<file path="src/sv/i2c_adc_pkg.sv">
// Package: shared types, op codes and tables for the I2C ADC register interface.
`default_nettype none
package i2c_adc_pkg;
  localparam int unsigned DefTicksPerUs = 1;

  typedef enum logic [2:0] {
    OP_START_WR = 3'd0,
    OP_START_RD = 3'd1,
    OP_WR_BYTE  = 3'd2,
    OP_RD_BYTE  = 3'd3,
    OP_TICK     = 3'd4
  } op_e;

  localparam logic [1:0] PH_FIRST   = 2'd0;
  localparam logic [1:0] PH_SECOND  = 2'd1;
  localparam logic [1:0] PH_POINTER = 2'd2;

  localparam logic [7:0] PTR_CONV = 8'd0;
  localparam logic [7:0] PTR_CFG  = 8'd1;
  localparam logic [7:0] PTR_LO   = 8'd2;
  localparam logic [7:0] PTR_HI   = 8'd3;

  // one queued bus word
  typedef struct packed {
    logic [2:0]         op;
    logic [7:0]         data_byte;
    logic signed [23:0] ain_a;
    logic signed [23:0] ain_b;
    logic signed [23:0] ain_c;
    logic signed [23:0] ain_d;
  } item_t;

  function automatic logic [12:0] rate_us(input logic [2:0] sel);
    case (sel)
      3'd0: rate_us = 13'd7812;
      3'd1: rate_us = 13'd4000;
      3'd2: rate_us = 13'd2040;
      3'd3: rate_us = 13'd1086;
      3'd4: rate_us = 13'd625;
      3'd5: rate_us = 13'd416;
      default: rate_us = 13'd303;
    endcase
  endfunction

  function automatic logic [22:0] full_scale_uv(input logic [2:0] sel);
    case (sel)
      3'd0: full_scale_uv = 23'd6144000;
      3'd1: full_scale_uv = 23'd4096000;
      3'd2: full_scale_uv = 23'd2048000;
      3'd3: full_scale_uv = 23'd1024000;
      3'd4: full_scale_uv = 23'd512000;
      default: full_scale_uv = 23'd256000;
    endcase
  endfunction
endpackage
`default_nettype wire

</file>
<file path="src/sv/i2c_adc_fifo.sv">
// Short queue between the front (accept) and back (execute) parts.
`default_nettype none
module i2c_adc_fifo
  import i2c_adc_pkg::*;
(
  input  wire   clk_i,
  input  wire   rst_ni,
  input  wire   push_i,
  input  item_t push_data_i,
  output logic  full_o,
  input  wire   pop_i,
  output item_t pop_data_o,
  output logic  empty_o
);
  item_t      mem_q [2];
  logic       wr_q, rd_q;
  logic [1:0] cnt_q;

  always_ff @(posedge clk_i) begin
    if (push_i) mem_q[wr_q] <= push_data_i;
  end

  always_ff @(posedge clk_i or negedge rst_ni) begin
    if (!rst_ni) begin
      wr_q <= 1'b0; rd_q <= 1'b0; cnt_q <= 2'd0;
    end else begin
      if (push_i) wr_q <= ~wr_q;
      if (pop_i) rd_q <= ~rd_q;
      cnt_q <= cnt_q + {1'b0, push_i} - {1'b0, pop_i};
    end
  end

  assign pop_data_o = mem_q[rd_q];
  assign full_o     = cnt_q == 2'd2;
  assign empty_o    = cnt_q == 2'd0;
endmodule
`default_nettype wire

</file>
<file path="src/sv/i2c_adc_div.sv">
// Serial unsigned divider: quotient of a 36-bit dividend by a 24-bit divisor.
`default_nettype none
module i2c_adc_div (
  input  wire         clk_i,
  input  wire         rst_ni,
  input  wire         start_i,
  input  wire  [35:0] num_i,
  input  wire  [23:0] den_i,
  output logic        done_o,
  output logic [35:0] quo_o
);
  logic [35:0] quo_q;
  logic [24:0] rem_q;
  logic [23:0] den_q;
  logic [5:0]  cnt_q;
  logic        busy_q;
  logic [24:0] sh;
  logic        ge;

  assign sh = {rem_q[23:0], quo_q[35]};
  assign ge = sh >= {1'b0, den_q};

  always_ff @(posedge clk_i or negedge rst_ni) begin
    if (!rst_ni) begin
      busy_q <= 1'b0; cnt_q <= '0; done_o <= 1'b0;
    end else begin
      done_o <= 1'b0;
      if (start_i) begin
        busy_q <= 1'b1; cnt_q <= 6'd35;
      end else if (busy_q) begin
        cnt_q <= cnt_q - 6'd1;
        if (cnt_q == 6'd0) begin
          busy_q <= 1'b0; done_o <= 1'b1;
        end
      end
    end
  end

  // one quotient bit a cycle, restoring form
  always_ff @(posedge clk_i) begin
    if (start_i) begin
      quo_q <= num_i; rem_q <= '0; den_q <= den_i;
    end else if (busy_q) begin
      rem_q <= ge ? sh - {1'b0, den_q} : sh;
      quo_q <= {quo_q[34:0], ge};
    end
  end

  assign quo_o = quo_q;
endmodule
`default_nettype wire

</file>
<file path="src/sv/i2c_adc_core.sv">
// Back part: register file, conversion timer and result scaling.
`default_nettype none
module i2c_adc_core
  import i2c_adc_pkg::*;
#(
  parameter int unsigned TicksPerUs = DefTicksPerUs,
  localparam int unsigned TickW = $clog2(7812 * TicksPerUs + 1)
) (
  input  wire        clk_i,
  input  wire        rst_ni,
  input  item_t      item_i,
  input  wire        empty_i,
  output logic       pop_o,
  output logic       out_valid_o,
  input  wire        out_ready_i,
  output logic [7:0] read_data_o,
  output logic       busy_o,
  output logic       done_o
);
  typedef enum logic [3:0] {
    ST_IDLE = 4'b0001,
    ST_DIV  = 4'b0010,
    ST_WAIT = 4'b0100,
    ST_OUT  = 4'b1000
  } state_e;

  state_e      state_q;
  logic [1:0]  phase_q;
  logic [7:0]  ptr_q;
  logic [15:0] asm_q, conv_q, cfg_q, lo_q, hi_q;
  logic [TickW-1:0] ticks_q;
  logic        conv_q_busy;
  logic        neg_q;
  logic        div_start, div_done;
  logic [35:0] quo;
  logic [35:0] num_q;
  logic [23:0] den_q;

  logic signed [24:0] v;
  logic [24:0] mag;
  logic [23:0] fs2;
  logic [22:0] fs;
  logic [11:0] sat_code;
  logic        sat_hit;
  logic [11:0] q12;
  logic [11:0] code;
  logic [TickW-1:0] tick_dec;
  logic [7:0]  rd_byte;

  assign fs  = full_scale_uv(cfg_q[11:9]);
  assign fs2 = {fs, 1'b0};

  always_comb begin
    case (cfg_q[14:12])
      3'd0: v = 25'(item_i.ain_a) - 25'(item_i.ain_b);
      3'd1: v = 25'(item_i.ain_a) - 25'(item_i.ain_d);
      3'd2: v = 25'(item_i.ain_b) - 25'(item_i.ain_d);
      3'd3: v = 25'(item_i.ain_c) - 25'(item_i.ain_d);
      3'd4: v = 25'(item_i.ain_a);
      3'd5: v = 25'(item_i.ain_b);
      3'd6: v = 25'(item_i.ain_c);
      default: v = 25'(item_i.ain_d);
    endcase
  end
  assign mag = v[24] ? 25'(-v) : 25'(v);
  assign sat_hit  = (v >= $signed({2'b00, fs})) || (v < -$signed({2'b00, fs}));
  assign sat_code = v[24] ? 12'h800 : 12'h7ff;

  // byte returned by a read word
  always_comb begin
    rd_byte = '0;
    if (item_i.op == OP_RD_BYTE) begin
      case (phase_q)
        PH_FIRST: begin
          case (ptr_q)
            PTR_CONV: rd_byte = conv_q[15:8];
            PTR_CFG:  rd_byte = cfg_q[15:8];
            PTR_LO:   rd_byte = lo_q[15:8];
            PTR_HI:   rd_byte = hi_q[15:8];
            default:  rd_byte = asm_q[15:8];
          endcase
        end
        PH_SECOND: rd_byte = asm_q[7:0];
        default: ;
      endcase
    end
  end

  // launch the divide while num_q and den_q still hold the completing tick
  assign div_start = state_q == ST_WAIT;

  i2c_adc_div u_div (
    .clk_i, .rst_ni, .start_i(div_start), .num_i(num_q), .den_i(den_q),
    .done_o(div_done), .quo_o(quo)
  );

  // only a positive code of +2048 clamps; -2048 stays in range
  assign q12  = (!neg_q && (quo > 36'd2047)) ? 12'd2047 : quo[11:0];
  assign code = neg_q ? 12'(-q12) : q12;
  assign tick_dec = (ticks_q != '0) ? ticks_q - TickW'(1) : ticks_q;

  assign pop_o = (state_q == ST_IDLE) && !empty_i;
  assign out_valid_o = state_q == ST_OUT;
  assign busy_o = conv_q_busy;

  always_ff @(posedge clk_i) begin
    num_q <= 36'(mag) * 36'd4097;
    den_q <= fs2;
  end

  always_ff @(posedge clk_i or negedge rst_ni) begin
    if (!rst_ni) begin
      state_q <= ST_IDLE; phase_q <= PH_FIRST; ptr_q <= '0; asm_q <= '0;
      conv_q <= '0; cfg_q <= '0; lo_q <= '0; hi_q <= '0; ticks_q <= '0;
      conv_q_busy <= 1'b0; neg_q <= 1'b0; read_data_o <= '0; done_o <= 1'b0;
    end else begin
      case (state_q)
        ST_IDLE: if (!empty_i) begin
          read_data_o <= rd_byte;
          done_o <= (item_i.op == OP_TICK) && conv_q_busy && (tick_dec == '0);
          state_q <= ST_OUT;
          case (item_i.op)
            OP_START_WR: phase_q <= PH_POINTER;
            OP_START_RD: phase_q <= PH_FIRST;
            OP_WR_BYTE: begin
              case (phase_q)
                PH_POINTER: begin ptr_q <= item_i.data_byte; phase_q <= PH_FIRST; end
                PH_FIRST: begin asm_q <= {item_i.data_byte, 8'h00}; phase_q <= PH_SECOND; end
                PH_SECOND: begin
                  asm_q <= {asm_q[15:8], item_i.data_byte};
                  phase_q <= PH_FIRST;
                  case (ptr_q)
                    PTR_CFG: begin
                      cfg_q <= {1'b0, asm_q[14:8], item_i.data_byte};
                      if (asm_q[15]) begin
                        ticks_q <= TickW'(rate_us(item_i.data_byte[7:5]) * TicksPerUs);
                        conv_q_busy <= 1'b1;
                      end
                    end
                    PTR_LO: lo_q <= {asm_q[15:8], item_i.data_byte};
                    PTR_HI: hi_q <= {asm_q[15:8], item_i.data_byte};
                    default: ;
                  endcase
                end
                default: ;
              endcase
            end
            OP_RD_BYTE: begin
              case (phase_q)
                PH_FIRST: begin
                  phase_q <= PH_SECOND;
                  case (ptr_q)
                    PTR_CONV: asm_q <= conv_q;
                    PTR_CFG:  asm_q <= cfg_q;
                    PTR_LO:   asm_q <= lo_q;
                    PTR_HI:   asm_q <= hi_q;
                    default: ;
                  endcase
                end
                PH_SECOND: phase_q <= PH_FIRST;
                default: ;
              endcase
            end
            OP_TICK: if (conv_q_busy) begin
              ticks_q <= tick_dec;
              if (tick_dec == '0) begin
                conv_q_busy <= 1'b0;
                cfg_q[15] <= 1'b1;
                if (sat_hit) conv_q <= {sat_code, 4'h0};
                else begin
                  neg_q <= v[24]; state_q <= ST_WAIT;
                end
              end
            end
            default: ;
          endcase
        end
        ST_WAIT: state_q <= ST_DIV;
        ST_DIV: if (div_done) begin
          conv_q <= {code, 4'h0}; state_q <= ST_OUT;
        end
        ST_OUT: if (out_ready_i) state_q <= ST_IDLE;
        default: state_q <= ST_IDLE;
      endcase
    end
  end
endmodule
`default_nettype wire

</file>
<file path="src/sv/i2c_adc_register_interface.sv">
// Top level of the I2C ADC register interface: queue plus register/convert core.
// Usage:
//  Slave channel s_axis_*: one bus word per transfer (start write, start read,
//  write byte, read byte, or a microsecond tick with the four analog inputs).
//  Master channel m_axis_*: exactly one result word per input word, in order:
//  read byte, busy flag and done flag.
//  Words enter a two-entry queue; the core then executes them one at a time.
//  A result word is registered in the core once it takes its input word from the
//  queue; a tick that ends an unsaturated conversion first passes the wait and
//  divide states for the serial divide (one quotient bit per cycle, 36 bits)
//  that scales the sample to full scale.
//  The core takes no new word until the result word of the last one has left.
//  A stalled master holds the result word; the queue keeps accepting until
//  full, then s_axis_tready drops.
//  Reset (rst_ni low, asynchronous) clears all registers, the pointer and
//  timer; no clearing pass is needed.
`default_nettype none
module i2c_adc_register_interface
  import i2c_adc_pkg::*;
#(
  parameter int unsigned TicksPerUs = DefTicksPerUs
) (
  input  wire         clk_i,
  input  wire         rst_ni,
  input  wire         s_axis_tvalid,
  output logic        s_axis_tready,
  // tdata: op[2:0], data_byte[10:3], ain_a[34:11], ain_b[58:35],
  //        ain_c[82:59], ain_d[106:83], zero fill [111:107]
  input  wire [111:0] s_axis_tdata,
  output logic        m_axis_tvalid,
  input  wire         m_axis_tready,
  // tdata: read_data[7:0], conversion_busy[8], conversion_done[9], zero [15:10]
  output logic [15:0] m_axis_tdata
);
  item_t in_item, q_item;
  logic  full, empty, pop;
  logic  [7:0] rd;
  logic  busy, done;

  assign in_item = '{op: s_axis_tdata[2:0], data_byte: s_axis_tdata[10:3],
                     ain_a: s_axis_tdata[34:11], ain_b: s_axis_tdata[58:35],
                     ain_c: s_axis_tdata[82:59], ain_d: s_axis_tdata[106:83]};
  assign s_axis_tready = !full;

  // hold words here while the core works
  i2c_adc_fifo u_fifo (
    .clk_i, .rst_ni, .push_i(s_axis_tvalid && !full), .push_data_i(in_item),
    .full_o(full), .pop_i(pop), .pop_data_o(q_item), .empty_o(empty)
  );

  i2c_adc_core #(.TicksPerUs(TicksPerUs)) u_core (
    .clk_i, .rst_ni, .item_i(q_item), .empty_i(empty), .pop_o(pop),
    .out_valid_o(m_axis_tvalid), .out_ready_i(m_axis_tready),
    .read_data_o(rd), .busy_o(busy), .done_o(done)
  );

  assign m_axis_tdata = {6'd0, done, busy, rd};
endmodule
`default_nettype wire
</file>
<file path="config.mk">
export PLATFORM = sky130hd
export DESIGN_NAME = i2c_adc_register_interface
export DESIGN_NICKNAME = d
export VERILOG_FILES = /design/src/sv/i2c_adc_pkg.sv /design/src/sv/i2c_adc_fifo.sv /design/src/sv/i2c_adc_div.sv /design/src/sv/i2c_adc_core.sv /design/src/sv/i2c_adc_register_interface.sv
export SDC_FILE = /design/constraint.sdc
export NUM_CORES = 1
export LEC_CHECK = 0
export BUFFER_PORTS_ARGS = -buffer_cell sky130_fd_sc_hd__buf_2
export CAP_MARGIN = 20
export CORE_MARGIN = 10
export CORE_UTILIZATION = 35
export DETAILED_ROUTE_END_ITERATION = 16
export GPL_ROUTABILITY_DRIVEN = 0
export SLEW_MARGIN = 20
export SYNTH_ARGS = -nofsm -noshare
export SYNTH_HDL_FRONTEND = slang
export SYNTH_SLANG_ARGS = --single-unit
</file>
<file path="constraint.sdc">
create_clock -name clk_i -period 14.65 [get_ports clk_i]
set_input_delay 1.465 -clock clk_i [delete_from_list [all_inputs] [get_ports clk_i]]
set_output_delay 1.465 -clock clk_i [all_outputs]
set_load 0.05 [all_outputs]
</file>
# Yosys cells after proc, flatten, opt, wreduce, memory -nomap -nowiden
# Memory sizes are Yosys's and may differ from the RTL's.
# Index checks and enable logic that the tools add are counted.
[totals]
ff_bits = 272
mem_count = 1
out_inout_bits = 18
mem_bits_rw = 214
[op_classes]
n_mul = 1
reduce_logical = 39
n_eq_ne = 48
n_lt_le_gt_ge = 4
n_mux = 62
add_sub_neg = 12
bitwise = 4
[mem_list]
columns = ["name", "depth", "width", "read_ports", "rd_ports_with_merged_regs", "wr", "line_no", "rtl"]
rows = [
  ["u_fifo.mem_q", 2, 107, 1, 0, 1, "i2c_adc_fifo.sv:15", "item_t mem_q [2];"],
]
[op_table]
columns = ["op", "n"]
rows = [
  ["$pmux 25 s7", 1],
  ["$mux 16", 9],
  ["$pmux 23 s5", 1],
  ["$sub 24x24->25", 4],
  ["$pmux 16 s2", 3],
  ["$pmux 13 s6", 1],
  ["$mux 36", 2],
  ["$mux 13", 5],
  ["$pmux 16 s4", 1],
  ["$ge 25x24->1", 2],
  ["$gt 36x11->1 const B", 1],
  ["$mul 25x13->36 const B", 1],
  ["$mux 12", 3],
  ["$pmux 8 s4", 1],
  ["$mux 4", 7],
  ["$reduce_and 7->1", 4],
  ["$pmux 13 s2", 1],
  ["$lt 25x25->1", 1],
  ["$mux 25", 1],
  ["$neg 23->25", 1],
  ["$neg 25->25", 1],
  ["$eq 3x2->1 const B", 8],
  ["$mux 24", 1],
  ["$sub 24x24->24", 1],
  ["other kinds (45)", 109],
]

# Depth between registers and ports, before layout
# Gate-level depths: netlist of run 1.
[depth]
ltp_word = 11
depth_mapped = 46

# Cells and area by module
# From an unflattened synthesis of run 1, not the netlist that was laid out.
[hier_totals]
cells_unflattened = 2440
area_unflattened_um2 = 26948.3
[by_module_without_submodules]
columns = ["module", "area_each_um2", "instances", "cells_each"]
rows = [
  ["i2c_adc_core", 13813.2, 1, 1607],
  ["i2c_adc_fifo", 7987.7, 1, 348],
  ["i2c_adc_div", 5073.6, 1, 474],
  ["i2c_adc_register_interface", 73.8, 1, 11],
]

# Least setup slack after synthesis of run 1
# Ideal clock, no wire load.
[synth_path]
kind = "reg2reg"
startpoint = "register u_fifo.rd_q"
endpoint = "register u_core.num_q[33]"
required_ns = 14.523
arrival_time_ns = 8.934
path_buffers = 13
setup_time_ns = 0.127
setup_slack_ns = 5.588
synth_period_minus_slack_ns = 9.062
path_stages_with_launch = 42
path_cell_list = "dfrtp_1 -> buf_6 -> buf_12 -> buf_12 -> buf_12 -> buf_12 -> buf_6 -> buf_6 -> buf_6 -> buf_6 -> buf_2 -> buf_1 -> clkbuf_1 -> mux2_2 -> ha_1 -> o211a_1 -> o31ai_4 -> a31oi_1 -> [6 not listed] -> o31ai_2 -> xnor2_1 -> ha_1 -> ha_1 -> ha_1 -> a21o_1 -> a21oi_1 -> o21bai_1 -> a21oi_1 -> o21bai_1 -> a21oi_1 -> nor2b_1 -> o21a_1 -> o41a_1 -> a21o_1 -> a21oi_1 -> nor3_1 -> xor2_1"
[synth_between]
elab_chain_cells = 6
[synth_rtl]
columns = ["item", "line_no", "rtl"]
rows = [
  ["start: declaration", "i2c_adc_fifo.sv:16", "logic wr_q, rd_q;"],
  ["start signal: assignment", "i2c_adc_fifo.sv:28", "if (pop_i) rd_q <= ~rd_q;"],
  ["$mem_v2 2x107 (*)", "n/a", ""],
  ["$sub 24x24->25, on equally long branches", "n/a", ""],
  ["$pmux 25 s7 (*)", "i2c_adc_core.sv:54", "case (cfg_q[14:12])"],
  ["$neg 25->25", "i2c_adc_core.sv:65", "assign mag = v[24] ? 25'(-v) : 25'(v);"],
  ["$mux 25 (*)", "i2c_adc_core.sv:65", ""],
  ["$mul 25x13->36 (*)", "i2c_adc_core.sv:107", "num_q <= 36'(mag) * 36'd4097;"],
  ["end signal: assignment", "i2c_adc_core.sv:107", ""],
  ["end: declaration", "i2c_adc_core.sv:36", "logic [35:0] num_q;"],
]
# Every way passes the cells marked *; elsewhere a longest branch is shown, timed or not.
# A chain may end at the register's enable or synchronous reset.

# Worst setup path after layout of run 1
[layout_path]
startpoint = "register u_fifo.rd_q"
endpoint = "register u_core.num_q[29]"
# Same word-level chain as after synthesis.

==> key figures, run 1 <==
Global routing
  • Largest net degree at the start of global routing: 74
  • Initial antenna violation count: 1
  • GR Util All Layers: 14.9%
  • First-pass GRT wire length: 104 mm
  • Vias in the first global route: ~19k
  • Global route total overflow: 0

Synthesis
  • Post-synth EDFFs: 262
  • YS warnings: 0
  • FFs w/ async S/R, synth: 27.4%
  • Unique cell type count in the Yosys netlist: 113
  • Top cell type's share of synthesized area: 30.6%
  • FF+latch count, synth: 460
  • Syn avg cell area: approximately 10 um^2
  • Sequential share of the synthesized area: 48.4%
  • Post-Syn Area: 0.0257 mm^2
  • Most used flip-flop cell after synthesis: edfxtp_1
  • Synth Instances: 2,469
  • Top cells by area, synth: edfxtp_1 31%, dfrtp_1 12%, ha_1 6.6%
  • Cell taking the most area after synthesis: edfxtp_1

Placed design
  • Dpl hpwl: 48.1 mm
  • Placed Area: 0.0272 mm^2
  • IO Port Bufs: around 120

STA
  • FMAX: 107 MHz
  • TNS Setup: 0 ns
  • Final Cycle Share: 63.7%
  • Fin Clk Skew: 0.0308 ns
  • Hold Fails Final Rpt: 0
  • Slew at the pin with the worst max-slew slack: 1.04 ns
  • RSZ-0062 raised after global routing: false
  • Post-layout minimum cycle time: approximately 9.3 ns
  • Worst hold slack: between 0.3 and 0.4 ns
  • Slew Limit Fails: 0
  • Relative slew slack: approximately 30%
  • Final setup viols: 0

Cells and area
  • Share of layout cells above drive strength 1: ~14%
  • NumNets Final: 2,803
  • Final instance area: between 0.02 and 0.03 mm^2
  • Antenna Cells: 0
  • Synthesis-to-layout area growth: 11.6%

Drt
  • Drt initial violations: 1,368
  • DRC: 0
  • Routed length per instance: approximately 19 um
  • Pre-antenna DRT Iters: 6
  • Routed via count: 19.1k
  • Vias per cell: 5.38
  • Post-Route WL: 65.9 mm
  • ANT nets after route: 0

Critical path
  • Worst Setup Start Kind: register
  • FF-to-FF setup slack: 5.32 ns
  • Worst setup path startpoint: u_fifo.rd_q
  • RR Startpoint: u_fifo.rd_q
  • RR Endpoint: u_core.num_q[29]
  • Critical path peak fanout: 42
  • Worst R2R Path Depth: 30
  • Worst path max stage delay: 0.77 ns
  • Crit path DAT: between 9 and 10 ns
  • Crit. End Element: register
  • WS Path Type: register to register
  • Worst path required time: 15.07 ns
  • Slowest CP cell: dfrtp_4
  • CP endpoint: u_core.num_q[29]

Die
  • Die Footprint: about 0.085 mm^2
  • Starting Density: around a third
  • Number of core rows: 99
  • Die Y-Extent: between 200 and 300 um
  • IO Pins: between 100 and 150
  • Die width: 291 um
  • Core ar.: 0.0730 mm^2

Clock tree
  • Htree depth: 2
  • # clock sinks: 460
  • CTS buffer count: 47
  • Post-CTS Hold Buffers: 0
  • Post-cts resize count: 0
  • Clk pin slew, worst setup/hold paths: 0.06 ns
  • Clock latency at the later pin of the worst-skew pair: just under 0.6 ns
  • CTS tree: done
  • Clock root cell: clkbuf_16
  • Post-CTS setup buffer count: 0
  • CTS Buffer Depth: 3

Status
  • Outcome: finished clean

Job
  • Max-cap violations: 0

Min path
  • Worst Hold Class: register to register
per-layer routing:
layer  GRT usage (%)  vias up  routed length, um
li1                -     9184                  -
met1            17.9     9211              27600
met2            26.7      548              33000
met3            2.39      115               3450
met4            4.99        2               1930
met5               0        -                 12
logic make-up after synthesis:
family | synth area share (%)
mux | 8.67
xor+xnor | 2.81
other cells | 0.0146
compound gates | 15.9
flops | 48.4
simple gates | 13.0
fa+ha+maj | 6.96
buf+inv | 4.20
critical path: cells and delay by family, from the launching register on:
kind	cells	cell delay, ns
compound gates	15	3.69
fa+ha+maj	5	1.63
buf+inv	1	0.68
simple gates	5	1.37
flops	1	0.77
xor+xnor	3	0.61
mux	1	0.38
placed cells by master (no fill, tap or decap), types with 13 or more instances in the layout:
master	n
a31oi_1	22
a21oi_1	168
or3_1	13
o21a_1	21
clkbuf_16	47
buf_4	32
o21ai_0	157
a211oi_1	18
dfrtp_1	122
buf_2	121
nand2_1	307
nor2b_1	24
nor4_1	17
a21o_1	35
dfxtp_1	72
nand2b_1	18
ha_1	136
mux2_2	71
mux2i_1	98
xor2_1	32
a22oi_1	28
o22ai_1	14
nand3_1	32
o211ai_1	14
nand4_1	23
nor2_1	175
xnor2_1	43
nor3_1	47
inv_1	105
edfxtp_1	262
how the worst min path moves through the flow:
stage                                 from                      to  slack, ns  cells past startpoint
after floorplan           u_core.den_q[12]  u_core.u_div.den_q[12]       0.39                      0
after CTS                 u_core.den_q[16]  u_core.u_div.den_q[16]       0.40                      0
final                     u_core.den_q[16]  u_core.u_div.den_q[16]       0.40                      0
after global routing      u_core.den_q[16]  u_core.u_div.den_q[16]       0.41                      0
after detailed placement  u_core.den_q[14]  u_core.u_div.den_q[14]       0.39                      0
after global placement    u_core.den_q[15]  u_core.u_div.den_q[15]       0.39                      0
sequential cells by signal, summed over array words and instances (netlist names), 2 cells and up:
name	count
u_core.u_div.rem_q	24
u_fifo.cnt_q	2
u_core.u_div.quo_o	36
u_core.phase_q	2
u_core.num_q	36
u_fifo.mem_q	214
u_core.cfg_q	16
u_core.asm_q	16
u_core.conv_q	12
u_core.hi_q	16
u_core.den_q	12
u_core.state_q	4
u_core.lo_q	16
u_core.u_div.den_q	12
u_core.read_data_o	8
u_core.u_div.cnt_q	6
u_core.ticks_q	13
u_core.ptr_q	8
cell usage after synthesis (32+ instances only):
cell type / instances
xor2_1: 32
nand2_1: 307
nand3_1: 32
nor2_1: 176
mux2_2: 71
inv_1: 105
mux2i_1: 98
a21oi_1: 168
clkbuf_1: 87
o21ai_0: 157
edfxtp_1: 262
ha_1: 136
dfxtp_1: 72
nor3_1: 47
dfrtp_1: 125
xnor2_1: 43
a21o_1: 35
area by class of cell:
| cell class | count | area [um^2] |
|---|---|---|
| repair buffers | 153 | 846 |
| clock inverters | 26 | 312 |
| fillers | 6978 | 44300 |
| inverters | 109 | 409 |
| well taps | 959 | 1200 |
| multi-input cells | 1776 | 12200 |
| clock buffers | 60 | 1230 |
| flip-flops and latches | 460 | 12500 |
metrics by stage:
stage | std cells | util (%) | worst slack, ns
floorplan | 2476 | - | 5.59
global route | 3543 | 39.3 | 4.66
finish | 3543 | 39.3 | 5.32
CTS | 3543 | 39.3 | 5.28
global placement | 3457 | 37.2 | 5.40
detailed placement | 3457 | 37.2 | 5.36
Power of run 1 is not shown: default switching activity piles up to over one toggle a cycle in this logic, so the estimate is an artifact.
==> inputs of run 2 (changes only) <==
==> constraint.sdc (replaced) <==
create_clock -name clk_i -period 7.5 [get_ports clk_i]
set_input_delay 0.75 -clock clk_i [delete_from_list [all_inputs] [get_ports clk_i]]
set_output_delay 0.75 -clock clk_i [all_outputs]
set_load 0.05 [all_outputs]
==> run 2 against run 1 <==
Critical path depth up 2. Worst setup slack worse by 5.1 ns. Sequential share of layout area down 2.0 points. Clock-buffer cell count up 2. First-iteration DRC count down 4.5%. Die area unchanged. Worst hold slack worse by 0.22 ns. Final area up 4.8%. Global-route usage up 0.30 points. Critical endpoint is now u_core.num_q[35]. Largest cell class is now multi-input gates.
==> key figures, run 2 (synthesized netlist as in run 1, its figures left out) <==
Min path
  • Worst Hold Class: primary input to async pin (was register to register)

Cells and area
  • Most common cell after layout, fill and taps aside: nand2_1 (unchanged)
  • Final instance area: 0.0301 mm^2 (was 0.0287 mm^2)
  • NumNets Final: 2,902 (was 2,803)
  • Share of layout cells above drive strength 1: 20.2% (was 14.4%)
  • Core Util, Final: 41.2% (was 39.3%)
  • Biggest register: u_fifo.mem_q (unchanged)
  • Antenna Cells: 0 (unchanged)
  • Synthesis-to-layout area growth: 16.9% (was 11.6%)
  • Commonest non-fill, non-tap cells in the layout: 307 x nand2_1, 262 x edfxtp_1, 171 x nor2_1 (was 307 x nand2_1, 262 x edfxtp_1, 175 x nor2_1)
  • Max reg flops: 214 (unchanged)
  • Filler cell count: 6,814 (was 6,978)

Placed design
  • DP Worst Slack: 0.00398 ns (was 5.36 ns)
  • Dpl hpwl: 49.9 mm (was 48.1 mm)
  • Placed Area: 0.0279 mm^2 (was 0.0272 mm^2)
  • IO Port Bufs: 122 (unchanged)

Critical path
  • Worst Setup Start Kind: register (unchanged)
  • Worst path max stage delay: 0.47 ns (was 0.77 ns)
  • Crit path buffers/inverters: 4 (was 1)
  • Critical path peak fanout: 7 (was 42)
  • Slowest CP cell: dfrtp_4 (unchanged)
  • Crit. End Element: register (unchanged)
  • CP delay by family, top: compound AO/OA/AOI/OAI gates (unchanged)
  • WS Path Type: register to register (unchanged)
  • Crit path DAT: 7.69 ns (was 9.75 ns)
  • Worst path required time: 7.96 ns (was 15.07 ns)

STA
  • Final Cycle Share: 96.4% (was 63.7%)
  • Slew Limit Fails: 0 (unchanged)
  • Slew at the pin with the worst max-slew slack: 1.04 ns (about the same)
  • Post-layout minimum cycle time: 7.23 ns (was 9.33 ns)
  • FMAX: 138 MHz (was 107 MHz)
  • Hold Fails Final Rpt: 0 (unchanged)
  • Final setup viols: 0 (unchanged)
  • Smallest setup slack after layout: 0.270 ns (was 5.32 ns)
  • Relative slew slack: 29.9% (was 29.8%)
  • Fin Clk Skew: 0.0263 ns (was 0.0308 ns)

Clock tree
  • CTS Buffer Depth: 3 (unchanged)
  • Htree depth: 2 (unchanged)
  • # clock sinks: 460 (unchanged)
  • Clock root cell: clkbuf_16 (unchanged)
  • Clock latency at the later pin of the worst-skew pair: 0.61 ns (was 0.58 ns)
  • Post-CTS Hold Buffers: 0 (unchanged)
  • CTS tree: done (unchanged)
  • Clk pin slew, worst setup/hold paths: 0.06 ns (about the same)
  • CTS buffer count: 48 (was 47)

Global routing
  • GR Util All Layers: 15.2% (was 14.9%)
  • Initial antenna violation count: 2 (was 1)
  • Largest net degree at the start of global routing: 73 (was 74)
  • First-pass GRT wire length: 107 mm (was 104 mm)
  • Vias in the first global route: 19.6k (was 19.2k)
  • Global route total overflow: 0 (unchanged)

Die
  • Die Y-Extent: 291 um (unchanged)
  • Number of core rows: 99 (unchanged)
  • Die Footprint: 0.0848 mm^2 (unchanged)
  • Starting Density: 35.3% (unchanged)
  • Die width: 291 um (unchanged)
  • IO Pins: 134 (unchanged)
  • Core ar.: 0.0730 mm^2 (unchanged)

Drt
  • Post-Route WL: 67.8 mm (was 65.9 mm)
  • Routed via count: 19.8k (was 19.1k)
  • Routed length per instance: 18.6 um (about the same)
  • Vias per cell: 5.42 (was 5.38)
  • ANT nets after route: 0 (unchanged)
  • Pre-antenna DRT Iters: 5 (was 6)
  • DRC: 0 (unchanged)
  • Drt initial violations: 1,306 (was 1,368)

Job
  • Max-cap violations: 0 (unchanged)

Status
  • Outcome: finished clean (unchanged)
## run 2: through the flow
stage	TNS (ns)	hold slack, ns	std cells
floorplan	-4.34	0.386	2476
global placement	0	0.391	3531
detailed placement	0	0.389	3532
CTS	0	0.194	3624
global route	-0.255	0.230	3645
finish	0	0.177	3645
## run 2: worst paths after layout
path / from / endpoint / slack (ns) / cells after the start
min in group clk_i: s_axis_tdata[5] / u_fifo.mem_q[1][98] / 0.34 / 1
min: rst_ni / u_core.ticks_q[11] / 0.18 / 1
max reg2reg: u_fifo.rd_q / u_core.num_q[35] / 0.27 / 32
min reg2reg: u_core.den_q[17] / u_core.u_div.den_q[17] / 0.40 / 0
max in group asynchronous: rst_ni / u_core.cfg_q[13] / 5.85 / 2
max: u_fifo.rd_q / u_core.num_q[35] / 0.27 / 32
## run 2: cell type report
class | count | area, um^2 | share of cell area (%)
multi-input combinational | 1776 | 12700 | 42.1
clock buffer | 62 | 1300 | 4.33
tap | 959 | 1200 | 3.99
inverter | 109 | 413 | 1.37
clock inverter | 28 | 342 | 1.14
timing repair buffer | 251 | 1690 | 5.62
sequential | 460 | 12500 | 41.5
## run 2: worst register-to-register path, delay by kind of cell (launching register included)
| kind | cells | cell delay, ns |
|---|---|---|
| fa+ha+maj | 4 | 1.04 |
| xor+xnor | 2 | 0.29 |
| mux | 2 | 0.54 |
| compound gates | 15 | 3.05 |
| flops | 1 | 0.47 |
| buf+inv | 4 | 0.66 |
| simple gates | 5 | 1.05 |
## run 2: metal layers
metal	GRT usage (%)	vias up	share of wire, %
met3	2.38	142	5.3
met4	5.56	2	3.5
met1	18.7	9575	42
met2	26.5	658	49
met5	0	-	0.021
li1	-	9383	-
## run 2: timing repair
item                                    CTS  global route
endpoints found under the setup margin    7            10
pin swaps                                 0            42
cloned                                    0             1
resized for setup                         0            68
endpoints found under the hold margin     0             0
setup buffers                             2            20
Power of run 2 is left out for the same reason.
